==> src/hdl/vmi_ram.sv <==
`timescale 1ns / 1ps
`default_nettype none
// ----------------------------------------------------------------------------
// VM memory-operand integer unit: generic RAM
// One write port and one read port, read data registered, read-first.
// ----------------------------------------------------------------------------
module vmi_ram #(
  parameter int unsigned WIDTH = 64,
  parameter int unsigned DEPTH = 8
) (
  input  logic                     clk_i,
  input  logic                     we_i,
  input  logic [$clog2(DEPTH)-1:0] waddr_i,
  input  logic [WIDTH-1:0]         wdata_i,
  input  logic                     re_i,
  input  logic [$clog2(DEPTH)-1:0] raddr_i,
  output logic [WIDTH-1:0]         rdata_o
);

  logic [WIDTH-1:0] mem_q [DEPTH];
  logic [WIDTH-1:0] rdata_q;

  // Write port.
  always_ff @(posedge clk_i) begin
    if (we_i) begin
      mem_q[waddr_i] <= wdata_i;
    end
  end

  // Registered read; a write at the same edge is not seen.
  always_ff @(posedge clk_i) begin
    if (re_i) begin
      rdata_q <= mem_q[raddr_i];
    end
  end

  assign rdata_o = rdata_q;

endmodule
`default_nettype wire

==> config.mk <==
export PLATFORM = sky130hd
export DESIGN_NAME = vmi_ram
export DESIGN_NICKNAME = d
export VERILOG_FILES = /design/src/hdl/vmi_ram.sv
export SDC_FILE = /design/constraint.sdc
export NUM_CORES = 1
export LEC_CHECK = 0
export BUFFER_PORTS_ARGS = -buffer_cell sky130_fd_sc_hd__buf_2
export CAP_MARGIN = 20
export CORE_MARGIN = 2
export CORE_UTILIZATION = 40
export CTS_CLUSTER_SIZE = 30
export DETAILED_ROUTE_END_ITERATION = 10
export PLACE_DENSITY = 0.54
export SYNTH_ARGS = -nofsm -noshare
export SYNTH_HDL_FRONTEND = slang
export SYNTH_SLANG_ARGS = --single-unit
==> constraint.sdc <==
create_clock -name clk_i -period 6.9 [get_ports clk_i]
set_input_delay 0.69 -clock clk_i [delete_from_list [all_inputs] [get_ports clk_i]]
set_output_delay 0.69 -clock clk_i [all_outputs]
set_load 0.02 [all_outputs]
* Word level (Yosys, flattened, before mapping) *
Memories as Yosys holds them, arrays and structs flattened. A register that Yosys moved wholly into a read port is not among the register bits.
Cells that the tools add are included.

storage, ports and cells
  bits in registers = 0
  bits in latches = 0
  RAM bits = 512
  ROM bits = 0
  input bits = 73
  memories = 1

cells by class
  add/sub/neg operators = 0
  multipliers = 0
  div/mod/pow operators = 0
  order comparisons = 0
  eq/ne operators = 0
  shifts and indexed selects = 0
  mux-type cells = 2
  bitwise logic cells = 0
  reductions and logical operators = 0

memory list
  name   depth  bits a word  rd ports  clocked after memory_dff  write ports  RTL line  RTL
  mem_q  8      64           1         1                         1            20        logic [WIDTH-1:0] mem_q [DEPTH];

operators by type and width
  operator  number
  $mux 1    2

* Logic depth before layout (Yosys ltp) *
Gate-level depths: netlist of run 1.

  depth after elaboration = 2
  gate-level depth with buffers = 4
  gate-level depth less buffers = 2

* Worst setup path before layout of run 1 *
OpenSTA, ideal clock, no wires.

  path kind = input to register
  start point = in waddr_i[2]
  end point = mem mem_q[0][0] (enable)
  arrival = 5,220 ps
  data required time = 6,335 ps
  slack = 1,114 ps
  stages on the path = 2
  buffers on the path = 0
  path through = nand2b_1 > nor3_1

RTL lines
  what             RTL line  RTL
  start, declared  13        input logic [$clog2(DEPTH)-1:0] waddr_i,
  end, declared    20

No word-level cell before the write port.

==> results of run 1 <==
through the flow:
stage / power, mW / cells / hold slack, ps
6_report: 7.34 / 1728 / 365
5_1_grt: 7.61 / 1727 / 349
4_1_cts: 7.44 / 1727 / 318
3_5_place_dp: 4.51 / 1622 / 746
3_3_place_gp: 4.51 / 1622 / 740
2_1_floorplan: 4.35 / 816 / 732
worst max-delay path, stage by stage:
cell and delay (ps):
buf_8 470, buf_4 750, mux4_2 600, mux2_2 270
cells in the mapped netlist (all sizes together):
library cell	instances
buf	26
clkbuf	9
edfxtp	576
mux2	64
mux4	128
nand2	2
nand2b	3
nor2	6
nor3	2
final cells by class:
cell class,instances,area share [%]
Antenna cell,1,0.0102
Clock buffer,76,6.30
Clock inverter,29,0.829
Multi-Input combinational cell,205,15.2
Sequential cell,576,70.7
Tap cell,688,3.52
Timing Repair Buffer,153,3.39
worst min-delay path by stage:
stage | startpoint | end | slack (ps)
final | wdata_i[44] | mem_q[3][44]$_DFFE_PP_ | 360
after global routing | wdata_i[44] | mem_q[3][44]$_DFFE_PP_ | 350
after CTS | wdata_i[44] | mem_q[3][44]$_DFFE_PP_ | 320
after detailed placement | mem_q[4][55]$_DFFE_PP_ | rdata_o[55]$_DFFE_PP_ | 750
after global placement | mem_q[2][32]$_DFFE_PP_ | rdata_o[32]$_DFFE_PP_ | 740
after floorplan | mem_q[6][0]$_DFFE_PP_ | rdata_o[0]$_DFFE_PP_ | 730
sequential cells by signal, indices dropped and copies added (netlist names):
name and cells:
rdata_o 64, mem_q 512
layer usage:
layer  part of all wire (%)  vias up  track usage [%]
met1                     43     4849             21.4
met5                   0.22        -                0
met3                    4.8       74             3.39
met4                    1.7       14             4.35
met2                     51      176             27.1
li1                       -     3869                -
logic make-up (layout without fill, tap and decap cells):
family	Yosys count	count (layout)	synth area share, %
buffers and inverters	35	258	1.08
flip-flops	576	576	81.6
multiplexers	192	192	17.0
other	0	1	0
AND/OR/NAND/NOR	13	13	0.278
report_power, final:
part | leakage, nW | switching, mW | internal [mW]
clock network | 0.852 | 1.24 | 1.67
registers | 5.28 | 0.0339 | 4.00
logic | 1.72 | 0.226 | 0.168
total | 7.85 | 1.50 | 5.83
==> reports/results.ini, run 1 <==
[power]
p_leak_nw=7.85
ir_worst_vdd_uv=192
p_per_area_nw_per_um2=300

[cells_and_area]
utilization_pct=46.6
final_cell_mix=edfxtp_1, buf_2, mux4_2
syn2layout_area_growth_pct=15.4
fillers=4296
final_common_cell=edfxtp_1
nNetsFinal=1066
final_area_sq_um=24400
multiInputGateArea_sq_um=3720
drive_above_1_share_pct=40.8
register_area_sq_um=17300

[worst_setup_path]
cp-start-kind=primary input
crit_fanout=60
worstReg2RegStart=mem_q[7][14]$_DFFE_PP_
reg2reg_to=rdata_o[14]$_DFFE_PP_
worstSetupEndpoint=rdata_o[38]$_DFFE_PP_
cp.arrival_ps=2960
crit_required_ps=7240
reg2reg_depth=2
path_class=in -> reg
endpoint_kind=register
rrSetupSlack_ps=5510
crit_start=raddr_i[0]

[floorplanning]
start_util_pct=40.4
dieWidth_um=234
ioPinCount=137
rows=84
core_sq_um=52400
die_h_um=234
die-area_sq_um=54800

[drt]
vias=8982
wl_per_cell_um=24.9
first_iter_violations=635
drc_errors=0
viasPerCell=5.20
drt-total-wl_um=43000
antenna_left=0
first_pass_iters=4

[cts]
cts_resized=0
clock-sinks=576
htree_levels=2
clock_latency_ps=600
cts_buffers=57
clkTransAtPathRegs_ps=60
cts_setup_buffers=0
cts_hold_buf=0
cts_root_buffer=clkbuf_16
clock_path_buffers=3
cts_tree=done

[timing]
fin_worst_skew_ps=16.0
tightest_slew_ps=1060
grt_setup_unrepaired=false
timing.final.crit_share_pct=38.0
fin_ws_ps=4280
fin_tns_setup_ps=0
slew_violations=0
relSlewSlack_pct=29.4
timing.fmax_ghz=0.382
period_needed_ps=2620
final_hold_viol_count=0
finalSetupViolations=0

[logic_synthesis]
synth.avg_cell_area_sq_um=26.0
synth_cell_types=12
yosysTopAreaCellShare_pct=81.6
ys_warn_count=0
ys_seq_area_share_pct=81.6
ys_top_cells_by_area=edfxtp_1, mux4_2, mux2_2
syn_area_sq_um=21200
ys_ff_latch=576
syn-instance-count=816
synth_largest_area_cell=edfxtp_1
syn-num-nets=889

[grt]
grt_pass1_wl_um=63900
grt_usage_pct=16.1
grt_pass1_vias=9775
grt_max_degree=86
antenna_found_initial=8
grt_overflow_total=0

[placement]
hpwl_um=21500
gp_congestion=0.674
dp_slack_ps=3590
placed_area_sq_um=22700
portBuffers=136

[run_status]
outcome=completed

[flow_run]
drv_cap=0

[hold_path]
hold_path_depth=1
hold_class=in -> reg

No activity file was read; power rests on OpenSTA's default activity.
==> inputs of run 2 (changes only) <==
clock period = 2.6 ns   (was 6.9 ns; I/O delays follow)
==> run 2 against run 1 <==
Compared with the run above:
- global-route usage fell by 0.27 points
- largest power group unchanged
- combinational power increased to 3.0 times the previous value
- final cell count up 4.1%
- wire length decreased by 1.2%
- critical endpoint is now rdata_o[16]
- largest cell class unchanged
- critical path type is now reg -> out
- first-iteration DRC count grew 13%
- non-clock buffer count grew 73
- sequential power rose to 2.7 times the previous value
- die area is the same
- register-to-register slack got worse by 4300 ps
- worst hold slack worse by 200 ps
- sequential share of layout area shrank 2.8 points
==> reports/results.ini, run 2 (synthesized netlist as in run 1, its figures left out) <==
[floorplanning]
dieWidth_um=234
die_h_um=234
rows=84
ioPinCount=137
die-area_sq_um=54800
start_util_pct=40.4
core_sq_um=52400

[drt]
first_iter_violations=717
vias=9237
antenna_left=0
wl_per_cell_um=23.6
drc_errors=0
viasPerCell=5.13
first_pass_iters=5
drt-total-wl_um=42400

[worst_setup_path]
cp-start-kind=register
worstReg2RegStart=mem_q[7][17]$_DFFE_PP_
reg2reg_to=rdata_o[17]$_DFFE_PP_
cpPeakStageDelay_ps=480
cp.arrival_ps=1290
slowest_stage=edfxtp_1
cpLargestDelayFamily=flip-flops
endpoint_kind=output port
crit_required_ps=2340
crit_buf_inv=1
reg2reg_depth=2
cp.depth=1
crit_chain=buf_2
rrSetupSlack_ps=1210
path_class=reg -> out
crit_start=rdata_o[16]$_DFFE_PP_
crit_fanout=1
worstSetupEndpoint=rdata_o[16]

[cells_and_area]
final_cell_mix=edfxtp_1, buf_2, mux4_2
nNetsFinal=1137
drive_above_1_share_pct=40.2
largest_reg_flops=512
regMostFlops=mem_q
utilization_pct=48.6
layout.cells.non_filler=1799
syn2layout_area_growth_pct=20.2
final_common_cell=edfxtp_1

[flow_run]
drv_cap=0

[timing]
timing.fmax_ghz=0.645
hold_ws_ps=162
fin_ws_ps=1050
timing.final.crit_share_pct=59.7
fin_worst_skew_ps=14.2
period_needed_ps=1550
final_hold_viol_count=0
grt_setup_unrepaired=false
tightest_slew_ps=719
finalSetupViolations=0
slew_violations=0
relSlewSlack_pct=51.9

[cts]
clock_path_buffers=3
cts_buffers=55
htree_levels=2
cts_setup_buffers=0
clock_latency_ps=600
clkTransAtPathRegs_ps=60
cts_tree=done
clock-sinks=576
cts_root_buffer=clkbuf_16
cts_resized=0

[power]
power.internal_mw=15.7
p_sw_mw=4.06
p_seq_share_pct=54.2
p_sw_share_pct=20.6
comb_power_share_pct=5.9
clock_power_share_pct=39.9
ir_worst_vdd_uv=469
p_leak_nw=8.27
p_per_area_nw_per_um2=775
finalPower_mw=19.7

[placement]
gp_congestion=0.687
hpwl_um=21300
dp_slack_ps=595
placed_cells=1631
portBuffers=136

[grt]
grt_max_degree=65
grt_pass1_wl_um=62900
grt_overflow_total=0
grt_usage_pct=15.8
use_met1_pct=20.7
use_met2_pct=27.4
antenna_found_initial=4
busiest_layer=met2
grt_pass1_vias=9894
grt_use_met3_pct=3.15

[hold_path]
hold_class=in -> reg

[run_status]
outcome=completed

-- run 2: cell types whose count changed in the layout (fill, tap and decap cells not counted), moves of 5 or more --
cell	before	now
buf_12	0	21
dlygate4sd3_1	0	64
buf_4	19	7
clkinv_2	8	17
clkbuf_1	17	7
clkinv_1	17	12
-- run 2: worst min path at each step --
stage / cells past startpoint / start / slack [ps] / to
floorplan: 0 / wdata_i[0] / 360 / mem_q[0][0]$_DFFE_PP_
global placement: 1 / wdata_i[43] / 530 / mem_q[2][43]$_DFFE_PP_
detailed placement: 1 / wdata_i[37] / 530 / mem_q[1][37]$_DFFE_PP_
CTS: 1 / re_i / 130 / rdata_o[56]$_DFFE_PP_
global route: 1 / re_i / 140 / rdata_o[56]$_DFFE_PP_
finish: 1 / re_i / 160 / rdata_o[56]$_DFFE_PP_
-- run 2: metal layers --
layer	part of all wire [%]	vias to the layer above
met1	43	4959
met5	0.097	-
met2	51	181
met3	4.3	67
li1	-	4024
met4	1.7	6
-- run 2: what timing repair did --
item,CTS,global route
endpoints found under the hold margin,512,0
setup endpoints to repair,0,0
hold buffers,64,0
-- run 2: cell type report --
type,count,area (sq um)
Tap cell,688,861
Sequential cell,576,17300
Clock inverter,40,358
Multi-Input combinational cell,205,3730
Clock buffer,63,1430
Antenna cell,1,2.50
Fill cell,4189,27000
Timing Repair Buffer,226,1800
-- run 2: power groups by stage --
stage | clock [mW] | sequential, mW | combinational (mW)
floorplan | 0 | 11.0 | 0.550
global placement | 0 | 10.9 | 1.10
detailed placement | 0 | 10.9 | 1.12
CTS | 8.09 | 10.7 | 1.20
global route | 8.46 | 10.7 | 1.27
finish | 7.87 | 10.7 | 1.17
-- run 2: stage by stage --
stage / TNS (ps) / cell area (sq um)
global route: 0 / 25500
CTS: 0 / 25500
finish: 0 / 25500
floorplan: -375480 / 21200
global placement: 0 / 23000
detailed placement: 0 / 23000
==> inputs of run 3 (changes only) <==
clock period = 1.6 ns   (was 2.6 ns; I/O delays follow)
==> run 3 against run 2 <==
Compared with the run above:
- die area did not move
- clock skew rose by 4.3 ps
- clock power rose by 61%
- worst hold slack improved by 14 ps
- non-clock buffer count rose by 54
- sequential share of layout area fell by 2.0 points
- via count rose by 1.4%
- clock-buffer cell count rose by 5
- critical endpoint is now rdata_o[21]
- largest cell class unchanged
- largest power group unchanged
==> reports/results.ini, run 3 (synthesized netlist as in run 1, its figures left out) <==
[cts]
cts_tree=done
clock-sinks=576
clock_latency_ps=600
clock_path_buffers=3
htree_levels=2
cts_setup_buffers=0
cts_root_buffer=clkbuf_16
cts_buffers=57
clkTransAtPathRegs_ps=60

[placement]
placed_area_sq_um=23900
portBuffers=136
hpwl_um=26600
gp_congestion=0.699

[drt]
viasPerCell=5.05
first_pass_iters=5
antenna_left=0
vias=9365
drc_errors=0
first_iter_violations=648
wl_per_cell_um=23.8
drt-total-wl_um=44100

[worst_setup_path]
cpPeakStageDelay_ps=460
crit_buf_inv=1
crit_chain=buf_2
cp.depth=1
slowest_stage=edfxtp_1
cpLargestDelayFamily=flip-flops
worstReg2RegStart=mem_q[6][26]$_DFFE_PP_
crit_required_ps=1440
reg2reg_depth=2
reg2reg_to=rdata_o[26]$_DFFE_PP_
cp-start-kind=register
rrSetupSlack_ps=190
path_class=reg -> out
crit_fanout=1
cp.arrival_ps=1260
endpoint_kind=output port

[timing]
timing.fmax_ghz=0.706
slew_violations=0
final_hold_viol_count=0
period_needed_ps=1420
hold_ws_ps=175
finalSetupViolations=0
grt_setup_unrepaired=false
fin_worst_skew_ps=18.6
timing.final.crit_share_pct=88.5
tightest_slew_ps=452
relSlewSlack_pct=69.8

[grt]
grt_pass1_wl_um=65700
grt_overflow_total=0
grt_pass1_vias=10300
grt_max_degree=36
antenna_found_initial=2
grt_usage_pct=16.5

[floorplanning]
ioPinCount=137
core_sq_um=52400
start_util_pct=40.4
dieWidth_um=234
die_h_um=234
die-area_sq_um=54800
rows=84

[cells_and_area]
final_cell_mix=edfxtp_1, buf_2, mux4_2
regMostFlops=mem_q
register_area_sq_um=17300
multiInputGateArea_sq_um=3780
antenna_cells=0
largest_reg_flops=512
drive_above_1_share_pct=43.1
final_common_cell=edfxtp_1
nNetsFinal=1193
final_area_sq_um=26300
syn2layout_area_growth_pct=23.9
fillers=4163

[power]
p_per_area_nw_per_um2=1220
comb_power_share_pct=6.5
clock_power_share_pct=39.4
p_leak_nw=8.66
p_seq_share_pct=54.1
ir_worst_vdd_uv=911
p_sw_mw=6.72
p_sw_share_pct=20.9
power.internal_mw=25.4

[hold_path]
hold_end=rdata_o[16]$_DFFE_PP_
min_from=raddr_i[2]
hold_path_depth=3
hold_class=in -> reg

[run_status]
outcome=completed

[flow_run]
drv_cap=0

run 3: changes by cell type in the layout (fill, tap and decap cells not counted), sizes merged:
| cell | previous run | this run |
|---|---|---|
| buf | 161 | 214 |
| bufinv | 6 | 4 |
| clkbuf | 64 | 69 |
| clkinv | 30 | 28 |
| diode | 1 | 0 |
| dlygate4sd3 | 64 | 65 |
| inv | 1 | 2 |
run 3: worst register-to-register path: stages, from the launching register on:
cell and delay (ps):
edfxtp_1 400, mux4_2 480, mux2_2 280
run 3: power by group through the flow:
stage / logic [mW] / clock network, mW / registers, mW
global placement: 1.97 / 0 / 17.7
finish: 2.08 / 12.7 / 17.4
CTS: 2.14 / 13.0 / 17.4
detailed placement: 1.99 / 0 / 17.7
global route: 2.25 / 13.6 / 17.4
floorplan: 0.913 / 0 / 17.8
run 3: layout make-up:
| cell class | count | share of cell area, % |
|---|---|---|
| Clock inverter | 37 | 1.09 |
| Timing Repair Buffer | 280 | 9.79 |
| Multi-Input combinational cell | 205 | 14.4 |
| Sequential cell | 576 | 65.9 |
| Clock buffer | 68 | 5.59 |
| Tap cell | 688 | 3.28 |
run 3: timing repair:
action / in CTS / in global routing
gates resized for setup: 0 / 0
endpoints found under the hold margin: 524 / 0
hold buffers: 65 / 0
run 3: worst max-delay path by stage:
stage	slack, ps	startpoint	endpoint
3_3_place_gp	-130	raddr_i[0]	rdata_o[42]$_DFFE_PP_
4_1_cts	140	rdata_o[21]$_DFFE_PP_	rdata_o[21]
6_report	180	rdata_o[21]$_DFFE_PP_	rdata_o[21]
5_1_grt	130	rdata_o[21]$_DFFE_PP_	rdata_o[21]
3_5_place_dp	-130	raddr_i[0]	rdata_o[34]$_DFFE_PP_
2_1_floorplan	-740	waddr_i[2]	mem_q[0][0]$_DFFE_PP_
run 3: metrics by stage:
stage	cells	power (mW)	setup WS, ps	setup TNS [ps]	util (%)
2_1_floorplan	816	18.8	-744	-116550	-
3_3_place_gp	1684	19.7	-126	-4310	45.5
3_5_place_dp	1684	19.7	-130	-4550	45.5
4_1_cts	1854	32.6	143	0	50.1
5_1_grt	1854	33.3	126	0	50.1
6_report	1854	32.1	183	0	50.1
run 3: per-layer routing:
metal	GRT usage, %	up-vias	wire length [um]
met4	3.60	4	659
met2	27.8	166	22200
met3	3.14	60	1850
li1	-	4136	-
met1	22.4	4999	19400
met5	0	-	14
